## src/rtl/scan_edge_object_segmenter_unit_defines.svh

```systemverilog
// ----------------------------------------------------------------------------
// Assertion macros for the scan edge object segmenter
// Shared concurrent assertion forms, clocked on clk_i and disabled in reset.
// ----------------------------------------------------------------------------
`ifndef SCAN_EDGE_OBJECT_SEGMENTER_UNIT_DEFINES_SVH
`define SCAN_EDGE_OBJECT_SEGMENTER_UNIT_DEFINES_SVH

// General property check on the module clock and reset.
`define SEOS_ASSERT(lbl, prop, msg) \
  lbl: assert property (@(posedge clk_i) disable iff (!rst_ni) (prop)) else $error(msg);

// A condition that must never be seen.
`define SEOS_ASSERT_NEVER(lbl, expr, msg) \
  `SEOS_ASSERT(lbl, !(expr), msg)

`endif

```

## src/rtl/seos_pkg.sv

```systemverilog
// ----------------------------------------------------------------------------
// Scan edge object segmenter package
// Types and codes shared by the front end and the back end; the top level takes the queue depth from here.
// ----------------------------------------------------------------------------
package seos_pkg;

  localparam int unsigned THR_W      = 12;
  localparam int unsigned MINW_W     = 8;
  localparam int unsigned MAXO_W     = 4;
  localparam int unsigned CFG_DATA_W = 12;
  localparam int unsigned CFG_IDX_W  = 2;
  localparam int unsigned ANGLE_W    = 8;
  localparam int unsigned COUNT_W    = 4;
  localparam int unsigned QUEUE_DEPTH = 4;

  localparam logic [THR_W-1:0]  THR_RESET  = 12'd130;
  localparam logic [MINW_W-1:0] MINW_RESET = 8'd4;
  localparam logic [MAXO_W-1:0] MAXO_RESET = 4'd10;

  typedef enum logic [CFG_IDX_W-1:0] {
    CFG_EDGE_THRESHOLD = 2'd0,
    CFG_MIN_WIDTH      = 2'd1,
    CFG_MAX_OBJECTS    = 2'd2
  } cfg_idx_e;

  typedef enum logic {
    KIND_OBJECT  = 1'b0,
    KIND_SUMMARY = 1'b1
  } kind_e;

  // Which results one accepted point causes.
  typedef struct packed {
    logic has_obj;
    logic has_sum;
  } cmd_t;

  // Object record part of a queue entry.
  typedef struct packed {
    logic [COUNT_W-1:0] count;
    logic [ANGLE_W-1:0] center;
    logic [ANGLE_W-1:0] end_ang;
    logic [ANGLE_W-1:0] start_ang;
    logic [COUNT_W-1:0] id;
  } obj_t;

endpackage

```

## src/rtl/seos_front.sv

```systemverilog
// ----------------------------------------------------------------------------
// Segmenter front end
// Holds the sweep state and the registers, classifies each accepted point
// and produces one queue entry describing its results if it causes any.
// ----------------------------------------------------------------------------
module seos_front #(
  parameter int unsigned IR_BITS = 12
) (
  input  logic                             clk_i,
  input  logic                             rst_ni,
  input  logic                             cfg_we_i,
  input  logic [seos_pkg::CFG_IDX_W-1:0]   cfg_idx_i,
  input  logic [seos_pkg::CFG_DATA_W-1:0]  cfg_data_i,
  input  logic                             valid_i,
  input  logic [seos_pkg::ANGLE_W-1:0]     angle_i,
  input  logic [IR_BITS-1:0]               ir_i,
  input  logic                             first_i,
  input  logic                             last_i,
  output logic                             push_o,
  output seos_pkg::cmd_t                   cmd_o,
  output seos_pkg::obj_t                   obj_o,
  output logic [IR_BITS-1:0]               delta_o,
  output logic [IR_BITS-1:0]               lo_o,
  output logic [IR_BITS-1:0]               hi_o
);

  localparam int unsigned CW = (IR_BITS > seos_pkg::THR_W) ? IR_BITS : seos_pkg::THR_W;

  logic [seos_pkg::THR_W-1:0]   thr_q;
  logic [seos_pkg::MINW_W-1:0]  minw_q;
  logic [seos_pkg::MAXO_W-1:0]  maxo_q;

  logic [IR_BITS-1:0]           prev_rd_q, prev_rd_d;
  logic                         inside_q, inside_d;
  logic [seos_pkg::ANGLE_W-1:0] start_q, start_d;
  logic [seos_pkg::ANGLE_W-1:0] prev_ang_q, prev_ang_d;
  logic [seos_pkg::COUNT_W-1:0] total_q, total_d;
  logic [IR_BITS-1:0]           ldelta_q, ldelta_d;
  logic [IR_BITS-1:0]           lo_q, lo_d;
  logic [IR_BITS-1:0]           hi_q, hi_d;

  logic                         ge, over, rise, fall, obj_hit;
  logic [IR_BITS-1:0]           mag;
  logic [seos_pkg::ANGLE_W-1:0] width;
  logic [seos_pkg::ANGLE_W:0]   ang_sum;

  always_ff @(posedge clk_i or negedge rst_ni) begin
    if (!rst_ni) begin
      thr_q  <= seos_pkg::THR_RESET;
      minw_q <= seos_pkg::MINW_RESET;
      maxo_q <= seos_pkg::MAXO_RESET;
    end else if (cfg_we_i) begin
      unique case (cfg_idx_i)
        seos_pkg::CFG_EDGE_THRESHOLD: thr_q  <= cfg_data_i[seos_pkg::THR_W-1:0];
        seos_pkg::CFG_MIN_WIDTH:      minw_q <= cfg_data_i[seos_pkg::MINW_W-1:0];
        seos_pkg::CFG_MAX_OBJECTS:    maxo_q <= cfg_data_i[seos_pkg::MAXO_W-1:0];
        default: ;
      endcase
    end
  end

  always_comb begin
    ge    = (ir_i >= prev_rd_q);
    mag   = ge ? (ir_i - prev_rd_q) : (prev_rd_q - ir_i);
    over  = (CW'(mag) > CW'(thr_q));
    rise  = (ir_i > prev_rd_q) && over;
    fall  = (prev_rd_q > ir_i) && over;
    width = angle_i - start_q;

    inside_d   = inside_q;
    start_d    = start_q;
    total_d    = total_q;
    ldelta_d   = ldelta_q;
    lo_d       = lo_q;
    hi_d       = hi_q;
    prev_rd_d  = ir_i;
    prev_ang_d = angle_i;
    obj_hit    = 1'b0;

    if (first_i) begin
      inside_d = 1'b0;
      start_d  = '0;
      total_d  = '0;
      ldelta_d = '0;
      lo_d     = ir_i;
      hi_d     = ir_i;
    end else begin
      if (mag > ldelta_q) ldelta_d = mag;
      if (ir_i < lo_q)    lo_d = ir_i;
      if (ir_i > hi_q)    hi_d = ir_i;
      if (!inside_q && rise) begin
        inside_d = 1'b1;
        start_d  = prev_ang_q;
      end else if (inside_q && (fall || last_i)) begin
        inside_d = 1'b0;
        // A backwards angle gives a negative width, which is never reported.
        if ((angle_i >= start_q) && (width >= minw_q) && (total_q < maxo_q)) begin
          total_d = total_q + 1'b1;
          obj_hit = 1'b1;
        end
      end
    end
  end

  always_ff @(posedge clk_i or negedge rst_ni) begin
    if (!rst_ni) begin
      prev_rd_q  <= '0;
      inside_q   <= 1'b0;
      start_q    <= '0;
      prev_ang_q <= '0;
      total_q    <= '0;
      ldelta_q   <= '0;
      lo_q       <= '1;
      hi_q       <= '0;
    end else if (valid_i) begin
      prev_rd_q  <= prev_rd_d;
      inside_q   <= inside_d;
      start_q    <= start_d;
      prev_ang_q <= prev_ang_d;
      total_q    <= total_d;
      ldelta_q   <= ldelta_d;
      lo_q       <= lo_d;
      hi_q       <= hi_d;
    end
  end

  assign ang_sum       = {1'b0, start_q} + {1'b0, angle_i};
  assign push_o        = valid_i && (obj_hit || last_i);
  assign cmd_o.has_obj = obj_hit;
  assign cmd_o.has_sum = last_i;
  assign obj_o.id        = total_d;
  assign obj_o.start_ang = start_q;
  assign obj_o.end_ang   = angle_i;
  assign obj_o.center    = ang_sum[seos_pkg::ANGLE_W:1];
  assign obj_o.count     = total_d;
  assign delta_o = ldelta_d;
  assign lo_o    = lo_d;
  assign hi_o    = hi_d;

endmodule

```

## src/rtl/seos_queue.sv

```systemverilog
// ----------------------------------------------------------------------------
// Segmenter entry queue
// Small first-in first-out buffer between the front and the back end.
// ----------------------------------------------------------------------------
module seos_queue #(
  parameter int unsigned WIDTH = 70,
  parameter int unsigned DEPTH = 4
) (
  input  logic             clk_i,
  input  logic             rst_ni,
  input  logic             push_i,
  input  logic [WIDTH-1:0] data_i,
  input  logic             pop_i,
  output logic [WIDTH-1:0] data_o,
  output logic             full_o,
  output logic             empty_o
);

  localparam int unsigned PW = (DEPTH > 1) ? $clog2(DEPTH) : 1;
  localparam int unsigned CNW = $clog2(DEPTH + 1);
  localparam logic [PW-1:0]  LAST_PTR = PW'(DEPTH - 1);
  localparam logic [CNW-1:0] FULL_CNT = CNW'(DEPTH);

  logic [WIDTH-1:0] mem_q [DEPTH];
  logic [PW-1:0]    wr_ptr_q, rd_ptr_q;
  logic [CNW-1:0]   cnt_q;
  logic             do_push, do_pop;

  assign full_o  = (cnt_q == FULL_CNT);
  assign empty_o = (cnt_q == '0);
  assign do_push = push_i && !full_o;
  assign do_pop  = pop_i && !empty_o;
  assign data_o  = mem_q[rd_ptr_q];

  always_ff @(posedge clk_i) begin
    if (do_push) mem_q[wr_ptr_q] <= data_i;
  end

  always_ff @(posedge clk_i or negedge rst_ni) begin
    if (!rst_ni) begin
      wr_ptr_q <= '0;
      rd_ptr_q <= '0;
      cnt_q    <= '0;
    end else begin
      if (do_push) wr_ptr_q <= (wr_ptr_q == LAST_PTR) ? '0 : wr_ptr_q + 1'b1;
      if (do_pop)  rd_ptr_q <= (rd_ptr_q == LAST_PTR) ? '0 : rd_ptr_q + 1'b1;
      if (do_push && !do_pop)      cnt_q <= cnt_q + 1'b1;
      else if (do_pop && !do_push) cnt_q <= cnt_q - 1'b1;
    end
  end

endmodule

```

## src/rtl/seos_back.sv

```systemverilog
// ----------------------------------------------------------------------------
// Segmenter back end
// Expands each queue entry into its object record, its sweep summary or both, and
// drives the result stream from an output register.
// ----------------------------------------------------------------------------
`include "scan_edge_object_segmenter_unit_defines.svh"

module seos_back #(
  parameter int unsigned IR_BITS = 12,
  parameter int unsigned OUT_W   = 72
) (
  input  logic                 clk_i,
  input  logic                 rst_ni,
  input  logic                 empty_i,
  input  seos_pkg::cmd_t       cmd_i,
  input  seos_pkg::obj_t       obj_i,
  input  logic [IR_BITS-1:0]   delta_i,
  input  logic [IR_BITS-1:0]   lo_i,
  input  logic [IR_BITS-1:0]   hi_i,
  output logic                 pop_o,
  output logic                 tvalid_o,
  input  logic                 tready_i,
  output logic [OUT_W-1:0]     tdata_o,
  output logic                 tuser_o,
  output logic                 tlast_o
);

  logic                  out_valid_q;
  logic [OUT_W-1:0]      out_data_q, out_data_d;
  seos_pkg::kind_e       out_kind_q, out_kind_d;
  logic                  out_last_q, out_last_d;
  logic                  phase_q, phase_d;
  logic                  load;
  seos_pkg::obj_t        obj_rec;

  // The output register takes a new result when one is queued and the register is empty or being drained.
  assign load = !empty_i && (!out_valid_q || tready_i);

  always_comb begin
    obj_rec    = obj_i;
    out_data_d = out_data_q;
    out_kind_d = out_kind_q;
    out_last_d = out_last_q;
    phase_d    = phase_q;
    pop_o      = 1'b0;
    if (load) begin
      priority if (cmd_i.has_obj && !phase_q) begin
        out_data_d = OUT_W'({obj_rec.count, {(3 * IR_BITS){1'b0}}, obj_rec.center,
                             obj_rec.end_ang, obj_rec.start_ang, obj_rec.id});
        out_kind_d = seos_pkg::KIND_OBJECT;
        out_last_d = !cmd_i.has_sum;
        // When the entry also has a summary, a second result follows from the same entry.
        phase_d    = cmd_i.has_sum;
        pop_o      = !cmd_i.has_sum;
      end else begin
        out_data_d = OUT_W'({obj_rec.count, hi_i, lo_i, delta_i,
                             {(3 * seos_pkg::ANGLE_W + seos_pkg::COUNT_W){1'b0}}});
        out_kind_d = seos_pkg::KIND_SUMMARY;
        out_last_d = 1'b1;
        phase_d    = 1'b0;
        pop_o      = 1'b1;
      end
    end
  end

  always_ff @(posedge clk_i or negedge rst_ni) begin
    if (!rst_ni) begin
      out_valid_q <= 1'b0;
      phase_q     <= 1'b0;
    end else begin
      phase_q <= phase_d;
      if (load)          out_valid_q <= 1'b1;
      else if (tready_i) out_valid_q <= 1'b0;
    end
  end

  always_ff @(posedge clk_i) begin
    out_data_q <= out_data_d;
    out_kind_q <= out_kind_d;
    out_last_q <= out_last_d;
  end

  assign tvalid_o = out_valid_q;
  assign tdata_o  = out_data_q;
  assign tuser_o  = out_kind_q;
  assign tlast_o  = out_last_q;

  `SEOS_ASSERT(a_phase_has_entry, phase_q |-> !empty_i, "summary pending without an entry")
  `SEOS_ASSERT(a_phase_two_results, phase_q |-> (cmd_i.has_obj && cmd_i.has_sum),
               "summary pending on an entry that has one result")
  `SEOS_ASSERT_NEVER(a_summary_not_final,
                     out_valid_q && (out_kind_q == seos_pkg::KIND_SUMMARY) && !out_last_q,
                     "summary result not marked final")

endmodule

```

## src/rtl/scan_edge_object_segmenter_unit.sv

```systemverilog
// ----------------------------------------------------------------------------
// Scan edge object segmenter
// Finds objects in a range sweep by thresholded edges of the IR reading and
// reports object records and a per-sweep summary.
//
//  channel  dir  handshake                 payload
//  s_axis   in   s_axis_tvalid/tready      tdata angle, ir_value; tuser
//                                          first_point; tlast last_point
//  m_axis   out  m_axis_tvalid/tready      tdata result fields; tuser kind;
//                                          tlast final_result
//  cfg      in   cfg_we_i                  cfg_idx_i, cfg_data_i
//
// A point is accepted every cycle while the entry queue has room; the front
// updates the sweep state in the cycle of the transfer.
// Results leave one per cycle from the output register while m_axis_tready is high,
// so a point that closes an object on the last point gives an object record and then the summary.
// The first result of a point is registered in the entry queue and then in the output register.
// Reset initialises all sweep state, empties the queue, clears the output valid flag and
// loads the register defaults.
// ----------------------------------------------------------------------------
module scan_edge_object_segmenter_unit #(
  parameter int unsigned IR_BITS = 12
) (
  input  logic                                clk_i,
  input  logic                                rst_ni,
  input  logic                                cfg_we_i,
  input  logic [seos_pkg::CFG_IDX_W-1:0]      cfg_idx_i,
  input  logic [seos_pkg::CFG_DATA_W-1:0]     cfg_data_i,
  input  logic                                s_axis_tvalid,
  output logic                                s_axis_tready,
  // angle, ir_value
  input  logic [((8 + IR_BITS + 7) / 8) * 8 - 1:0] s_axis_tdata,
  // first_point
  input  logic                                s_axis_tuser,
  input  logic                                s_axis_tlast,
  output logic                                m_axis_tvalid,
  input  logic                                m_axis_tready,
  // object_id, first angle, final angle, middle angle, max_abs_delta,
  // min_reading, max_reading, found_count
  output logic [((32 + 3 * IR_BITS + 7) / 8) * 8 - 1:0] m_axis_tdata,
  // kind
  output logic                                m_axis_tuser,
  output logic                                m_axis_tlast
);

  localparam int unsigned OUT_W   = ((32 + 3 * IR_BITS + 7) / 8) * 8;
  localparam int unsigned OBJ_W   = $bits(seos_pkg::obj_t);
  localparam int unsigned CMD_W   = $bits(seos_pkg::cmd_t);
  localparam int unsigned ENTRY_W = CMD_W + OBJ_W + 3 * IR_BITS;

  logic                 accept, push, full, empty, pop;
  seos_pkg::cmd_t       f_cmd, b_cmd;
  seos_pkg::obj_t       f_obj, b_obj;
  logic [IR_BITS-1:0]   f_delta, f_lo, f_hi, b_delta, b_lo, b_hi;
  logic [ENTRY_W-1:0]   q_in, q_out;

  assign s_axis_tready = !full;
  assign accept        = s_axis_tvalid && s_axis_tready;

  seos_front #(
    .IR_BITS (IR_BITS)
  ) u_front (
    .clk_i      (clk_i),
    .rst_ni     (rst_ni),
    .cfg_we_i   (cfg_we_i),
    .cfg_idx_i  (cfg_idx_i),
    .cfg_data_i (cfg_data_i),
    .valid_i    (accept),
    .angle_i    (s_axis_tdata[seos_pkg::ANGLE_W-1:0]),
    .ir_i       (s_axis_tdata[seos_pkg::ANGLE_W +: IR_BITS]),
    .first_i    (s_axis_tuser),
    .last_i     (s_axis_tlast),
    .push_o     (push),
    .cmd_o      (f_cmd),
    .obj_o      (f_obj),
    .delta_o    (f_delta),
    .lo_o       (f_lo),
    .hi_o       (f_hi)
  );

  assign q_in = {f_cmd, f_obj, f_delta, f_lo, f_hi};

  seos_queue #(
    .WIDTH (ENTRY_W),
    .DEPTH (seos_pkg::QUEUE_DEPTH)
  ) u_queue (
    .clk_i   (clk_i),
    .rst_ni  (rst_ni),
    .push_i  (push),
    .data_i  (q_in),
    .pop_i   (pop),
    .data_o  (q_out),
    .full_o  (full),
    .empty_o (empty)
  );

  assign {b_cmd, b_obj, b_delta, b_lo, b_hi} = q_out;

  seos_back #(
    .IR_BITS (IR_BITS),
    .OUT_W   (OUT_W)
  ) u_back (
    .clk_i    (clk_i),
    .rst_ni   (rst_ni),
    .empty_i  (empty),
    .cmd_i    (b_cmd),
    .obj_i    (b_obj),
    .delta_i  (b_delta),
    .lo_i     (b_lo),
    .hi_i     (b_hi),
    .pop_o    (pop),
    .tvalid_o (m_axis_tvalid),
    .tready_i (m_axis_tready),
    .tdata_o  (m_axis_tdata),
    .tuser_o  (m_axis_tuser),
    .tlast_o  (m_axis_tlast)
  );

endmodule

```

## config.mk

```make
export PLATFORM = sky130hd
export DESIGN_NAME = scan_edge_object_segmenter_unit
export DESIGN_NICKNAME = d
export VERILOG_FILES = /design/src/rtl/seos_pkg.sv /design/src/rtl/seos_front.sv /design/src/rtl/seos_queue.sv /design/src/rtl/seos_back.sv /design/src/rtl/scan_edge_object_segmenter_unit.sv
export VERILOG_INCLUDE_DIRS = /design/src /design/src/rtl
export SDC_FILE = /design/constraint.sdc
export NUM_CORES = 1
export LEC_CHECK = 0
export ABC_AREA = 1
export BUFFER_PORTS_ARGS = -buffer_cell sky130_fd_sc_hd__buf_2
export CAP_MARGIN = 20
export CORE_ASPECT_RATIO = 0.8
export CORE_MARGIN = 4
export CORE_UTILIZATION = 35
export DETAILED_ROUTE_END_ITERATION = 8
export HOLD_SLACK_MARGIN = 0.06
export MAX_ROUTING_LAYER = met4
export PLACE_DENSITY = 0.49
export SYNTH_ARGS = -nofsm -noshare
export SYNTH_HDL_FRONTEND = slang
export SYNTH_HIERARCHICAL = 1
export SYNTH_SLANG_ARGS = --single-unit
```

## constraint.sdc

```tcl
create_clock -name clk_i -period 7.3 [get_ports clk_i]
set_clock_uncertainty 0.2 [all_clocks]
set_input_delay 2.19 -clock clk_i [delete_from_list [all_inputs] [get_ports clk_i]]
set_output_delay 2.19 -clock clk_i [all_outputs]
set_load 0.1 [all_outputs]
```

==> impl_metrics.ini, run 1 <==
[setup_path]
cp-start-kind = primary input
crit_top_cell = nand2_1
path_delay_family = simple AND/OR/NAND/NOR gates
crit_fanout = 11
crit_type = primary input to flip-flop
critPathArrivalTime_ps = 6900
reg2reg_slack_ps = 2150
crit_buf_inv = 7
crit_required_ps = 7580
r2r-end = u_queue/cnt_q[2]
r2r_cells = 34
end_kind = flip-flop
crit_slowest_cell = fa_1
cpPeakStageDelay_ps = 440
r2r-start = u_front/prev_rd_q[0]

[finish]
final_cells = 3214
layout_commonest_cell = nand2_1
layout_common_cells = nand2_1, inv_1, edfxtp_1
num_antenna_cells = 0
fillers = 6063
nets = 2490
drive_gt1_share_pct = 12.3
syn2layout_area_growth_pct = 14.6

[clocking]
cts_resized = 0
clk_path_buf_depth = 3
cts_setup_buffers = 0
cts_tree = yes
cts_root_buf = clkbuf_16
cts_made_buffers = 49
cts_num_sinks = 452
clk_pin_slew_ps = 60
holdBufCountCts = 0
cts.htree.levels = 2
clk-insertion-delay-late_ps = 590

[hold_path]
hp-class = flip-flop to flip-flop
holdCritStartpoint = u_front/lo_q[1]
hold_end = u_front/lo_q[1]
whs_path_depth = 2

[grt]
grt_pass1_wl_um = 83000
grt_max_degree = 120
antenna_found_initial = 0
grt_pass1_vias = 14400
overflow = 0
grt.total_usage_pct = 16.3

[place]
io_buffers = 112
post-place-cells = 3123
dp_slack_ps = 124
place_congestion = 0.861
post-dp-hpwl_um = 35400

[timing]
fin_crit_ps = 6620
slew_violations = 0
setup_viol = 0
fmaxAchievable_mhz = 151
setup_tns_ps = 0
rsz0062_at_grt = false
worstMarginPinSlew_ps = 1000
timing.final.crit_share_pct = 90.7
hold_viol_final = 0
worst_slack_ps = 678
slew_headroom_pct = 32.4

[routing]
vias = 14800
routed_via_density = 4.59
drc = 0
wl_per_cell_um = 16.4
top_layer = met4
routed_wl_um = 52800
wl_met3_um = 2170
wl_met2_um = 23700
drtIter0Drc = 847
ant_nets = 0
dr.pass1.iters = 7
wl_met1_um = 25900

[power_and_ir_drop]
power.density_nw_per_um2 = 477
peakVddDrop_mv = 0.260
p_leak_uw = 0.0114

[die]
core_um2 = 62700
die_h_um = 233
dieWidth_um = 290
start_util_pct = 35.4
io_pins = 121
rows = 82
die_area_um2 = 67600

[synthesis]
synth_warnings = 6
syn_inst = 2229
post_synth_num_cell_types = 44
ys_ff_latch = 452
syn_area_um2 = 22200
avgSynthCellArea_um2 = 9.97
seq_area_frac_synth_pct = 58.9

[status]
status = completed

[job]
max-cap-violations = 0
layout make-up:
| class | count | area [um2] | area share [%] |
|---|---|---|---|
| timing repair buffer | 155 | 1090 | 4.30 |
| sequential | 452 | 13100 | 51.4 |
| clock inverter | 19 | 264 | 1.04 |
| tap | 840 | 1050 | 4.13 |
| clock buffer | 71 | 1380 | 5.42 |
| inverter | 416 | 1560 | 6.14 |
| multi-input combinational | 1261 | 7020 | 27.6 |
metal layers:
| metal | global-route usage [%] | up-vias |
|---|---|---|
| li1 | - | 7480 |
| met1 | 22.8 | 6949 |
| met2 | 25.2 | 260 |
| met3 | 2.43 | 75 |
| met4 | 3.88 | 0 |
| met5 | - | - |
worst min-delay path: cells and delay by family, from the launching register on:
kind / cells / cell delay, ps
flip-flops: 1 / 370
AND/OR/NAND/NOR: 2 / 100
worst max path at each step:
| stage | depth (start not counted) | slack (ps) | endpoint | startpoint |
|---|---|---|---|---|
| 3_5_place_dp | 36 | 120 | u_queue/cnt_q[2] | s_axis_tdata[8] |
| 3_3_place_gp | 36 | 120 | u_queue/cnt_q[2] | s_axis_tdata[8] |
| 5_1_grt | 36 | 280 | u_queue/cnt_q[2] | s_axis_tdata[8] |
| 4_1_cts | 36 | 750 | u_queue/cnt_q[2] | s_axis_tdata[8] |
| 2_1_floorplan | 29 | -500 | u_queue/mem_q[0][0] | s_axis_tdata[8] |
| 6_report | 36 | 680 | u_queue/cnt_q[2] | s_axis_tdata[8] |
registers in the layout, indices dropped and copies added (netlist names), 3 cells and up:
| register | count |
|---|---|
| u_queue/mem_q | 280 |
| u_back/tdata_o | 68 |
| u_front/hi_q | 12 |
| u_front/ldelta_q | 12 |
| u_front/lo_q | 12 |
| u_front/prev_rd_q | 12 |
| u_front/thr_q | 12 |
| u_front/minw_q | 8 |
| u_front/prev_ang_q | 8 |
| u_front/start_q | 8 |
| u_front/maxo_q | 4 |
| u_front/total_q | 4 |
| u_queue/cnt_q | 3 |
cells in the mapped netlist, drive strengths merged:
master / n / area share, %
buf: 87 / 2.4
o21bai: 7 / 0.24
nand4: 22 / 0.65
xor2: 24 / 0.95
clkbuf: 16 / 0.29
o21a: 2 / 0.068
ha: 105 / 5.9
dfrtp: 85 / 9.6
fa: 5 / 0.45
nand3b: 1 / 0.034
a21oi: 70 / 1.6
o21ai: 90 / 2.2
o211ai: 142 / 4.8
inv: 415 / 7.0
a21o: 4 / 0.14
xnor2: 4 / 0.16
nor2: 114 / 2.0
dfstp: 17 / 2.0
nand2: 591 / 10
a21boi: 4 / 0.14
nand3: 53 / 1.3
and2: 8 / 0.23
edfxtp: 350 / 47
a31oi: 3 / 0.085
conb: 1 / 0.017
o31ai: 2 / 0.068
nor3: 6 / 0.16
clkinv: 1 / 0.023
power by group:
part           leakage (uW)  total, uW  internal [uW]  switching, uW
clock              0.000784       2520           1500           1020
combinational       0.00607       5540           1370           4160
sequential          0.00451       4080           3740            337
kinds of logic (layout without fill, tap and decap cells):
kind of cell               after synthesis  after routing  synth area share [%]
AOI/OAI and AO/OA                      324            324                  9.33
xor gates and xnor gates                28             28                  1.10
adders and majority gates              110            110                  6.37
buffers and inverters                  519            661                  9.74
DFF                                    452            452                  58.9
other                                    1              4                0.0169
and+or+nand+nor                        795            795                  14.5
metrics by stage:
stage               power, uW  hold WS, ps  instance area (um2)  utilization (%)
CTS                     12300          268                25400             40.6
global placement         9650          254                23800             38.0
finish                  12100          269                25500             40.6
global route            13000          277                25500             40.6
detailed placement       9720          258                23800             38.0
floorplan                8420          242                22200                -
Power figures use the tool's default switching activity.
==> run 2: changes to the inputs <==
--- a/config.mk
+++ b/config.mk
@@ -6,7 +6,6 @@
 export SDC_FILE = /design/constraint.sdc
 export NUM_CORES = 1
 export LEC_CHECK = 0
-export ABC_AREA = 1
 export BUFFER_PORTS_ARGS = -buffer_cell sky130_fd_sc_hd__buf_2
 export CAP_MARGIN = 20
 export CORE_ASPECT_RATIO = 0.8
@@ -15,7 +14,7 @@
 export DETAILED_ROUTE_END_ITERATION = 8
 export HOLD_SLACK_MARGIN = 0.06
 export MAX_ROUTING_LAYER = met4
-export PLACE_DENSITY = 0.49
+export PLACE_DENSITY = 0.5
 export SYNTH_ARGS = -nofsm -noshare
 export SYNTH_HDL_FRONTEND = slang
 export SYNTH_HIERARCHICAL = 1
==> impl_metrics.ini, run 2 <==
[status]
status = completed

[synthesis]
avgSynthCellArea_um2 = 15.3
synth-edff-count = 350
synthTopCellsByCount = edfxtp_1, inv_1, ha_1, dfrtp_1, mux4_2
synth_top_cell_area_share_pct = 50.5
ys_ff_latch = 452
synth_most_common_cell = edfxtp_1
synthTopCellsByArea = edfxtp_1, dfrtp_1, mux4_2
syn_inst = 1357
post_synth_num_cell_types = 81
synth_ff_type = edfxtp_1
synth_warnings = 6
seq_area_frac_synth_pct = 62.9
syn_area_um2 = 20800
async_reset_ff_share_pct = 22.6
synth_top_area_cell = edfxtp_1

[finish]
regMostFlops = u_queue/mem_q
fillers = 5323
nets = 1714
multiInputGateArea_um2 = 6850
final_cells = 2370
layout_commonest_cell = edfxtp_1
syn2layout_area_growth_pct = 17.5
layout_common_cells = edfxtp_1, inv_1, buf_2
register_area_um2 = 13100
design_area_um2 = 24500
largest_reg_flops = 280
drive_gt1_share_pct = 27.5

[setup_path]
crit_buf_inv = 5
crit_type = primary input to flip-flop
crit_fanout = 3
end_kind = flip-flop
cp-start-kind = primary input
crit_required_ps = 7610
critPathArrivalTime_ps = 7130
crit_slowest_cell = or4_1
path_delay_family = simple AND/OR/NAND/NOR gates
cpPeakStageDelay_ps = 410

[routing]
dr.pass1.iters = 5
wl_per_cell_um = 20.3
routed_wl_um = 48100
ant_nets = 0
drc = 0
vias = 11600
routed_via_density = 4.90
drtIter0Drc = 783

[die]
die_area_um2 = 63500
core_um2 = 58500
dieWidth_um = 281
rows = 79
io_pins = 121
start_util_pct = 35.6
die_h_um = 226

[grt]
antenna_found_initial = 5
grt_pass1_wl_um = 74100
grt.total_usage_pct = 15.8
grt_pass1_vias = 12000
grt_max_degree = 66
overflow = 0

[clocking]
cts_made_buffers = 48
clk-insertion-delay-late_ps = 590
holdBufCountCts = 0
cts_setup_buffers = 0
cts_tree = yes
cts_num_sinks = 452
cts_root_buf = clkbuf_16
clk_pin_slew_ps = 60
clk_path_buf_depth = 3
cts_resized = 0
cts.htree.levels = 2

[timing]
fmaxAchievable_mhz = 147
slew_headroom_pct = 42.6
slew_violations = 0
rsz0062_at_grt = false
worstMarginPinSlew_ps = 856
hold_slack_ps = 288
timing.final.crit_share_pct = 93.4
fin_crit_ps = 6820
worst_slack_ps = 478
setup_viol = 0
hold_viol_final = 0

[power_and_ir_drop]
p_switching_uw = 4950
power.total_uw = 11900
peakVddDrop_mv = 0.354
sequentialPowerShare_pct = 34.6
swShare_pct = 41.7
clockPowerShare_pct = 20.2
p_comb_share_pct = 45.2
internal_power_uw = 6920
power.density_nw_per_um2 = 485
p_leak_uw = 0.00958

[place]
dp_slack_ps = -101
place_congestion = 0.803
io_buffers = 112
post-place-cells = 2277
dpl-instance-area_um2 = 22900
post-dp-hpwl_um = 33000

[hold_path]
hp-class = flip-flop to flip-flop

[job]
max-cap-violations = 0
-- run 2: cell types whose count changed in the layout (fill, tap and decap cells not counted), sizes merged, moves of 44 or more --
| cell | before | now |
|---|---|---|
| buf | 155 | 219 |
| inv | 417 | 119 |
| mux4 | 0 | 70 |
| nand2 | 591 | 45 |
| nand3 | 53 | 4 |
| nor2 | 114 | 25 |
| nor2b | 0 | 49 |
| o211ai | 142 | 5 |
| o21ai | 90 | 46 |
-- run 2: power by group through the flow --
stage	combinational, uW	clock, uW	sequential [uW]
CTS	5410	2470	4130
floorplan	2710	0	5440
global route	5800	2570	4190
finish	5370	2390	4110
detailed placement	5390	0	4180
global placement	5330	0	4160
-- run 2: per-stage QoR --
step / util [%] / setup TNS (ps)
final: 41.8 / 0
after floorplan: - / 0
after global placement: 39.1 / -197
after detailed placement: 39.1 / -129
after CTS: 41.8 / 0
after global routing: 41.8 / 0
-- run 2: area by class of cell --
cell class / instances / share of cell area [%]
flip-flops and latches: 452 / 53.5
multi-input cells: 719 / 28.0
repair buffers: 219 / 6.35
clock buffers: 65 / 5.27
well taps: 769 / 3.93
inverters: 119 / 1.83
clock inverters: 19 / 1.01
diodes: 8 / 0.0818
-- run 2: path summary, 6_finish.rpt --
check | from | end | slack (ps) | cells past startpoint
worst min-delay path | u_front/hi_q[6] | u_front/hi_q[6] | 290 | 1
min in group asynchronous | rst_ni | u_front/prev_ang_q[0] | 1430 | 1
worst max-delay path | s_axis_tdata[8] | u_queue/cnt_q[2] | 480 | 27
max in group asynchronous | rst_ni | u_front/prev_rd_q[4] | 4180 | 2
worst max register to register | u_front/prev_rd_q[1] | u_queue/cnt_q[2] | 1890 | 23
worst min register to register | u_front/hi_q[6] | u_front/hi_q[6] | 290 | 1
-- run 2: per-layer routing --
| layer | up-vias | track usage [%] | routed length [um] |
|---|---|---|---|
| met5 | - | - | 0 |
| met4 | 0 | 3.15 | 707 |
| met3 | 51 | 3.11 | 2160 |
| met2 | 177 | 22.4 | 20300 |
| met1 | 5893 | 23.7 | 24900 |
| li1 | 5489 | - | - |
-- run 2: worst register-to-register path, delay by kind of cell (launching register included) --
family / cells / cell delay, ps
adder cells (fa/ha/maj): 4 / 1150
AND/OR/NAND/NOR: 8 / 1580
flip-flops: 1 / 410
AO/OA/AOI/OAI: 7 / 1570
XOR/XNOR: 2 / 320
buffers and inverters: 2 / 150
-- run 2: cells by family (layout without fill, tap and decap cells) --
kind of cell	count (synthesis)	in the layout	share of synthesized area, %
AO/OA/AOI/OAI	223	223	7.49
buffers and inverters	189	422	4.74
flip-flops	452	452	62.9
other	1	12	0.0180
XOR/XNOR	24	24	1.01
AND/OR/NAND/NOR	215	215	5.80
adder cells (fa/ha/maj)	110	110	6.79
multiplexers	143	143	11.3
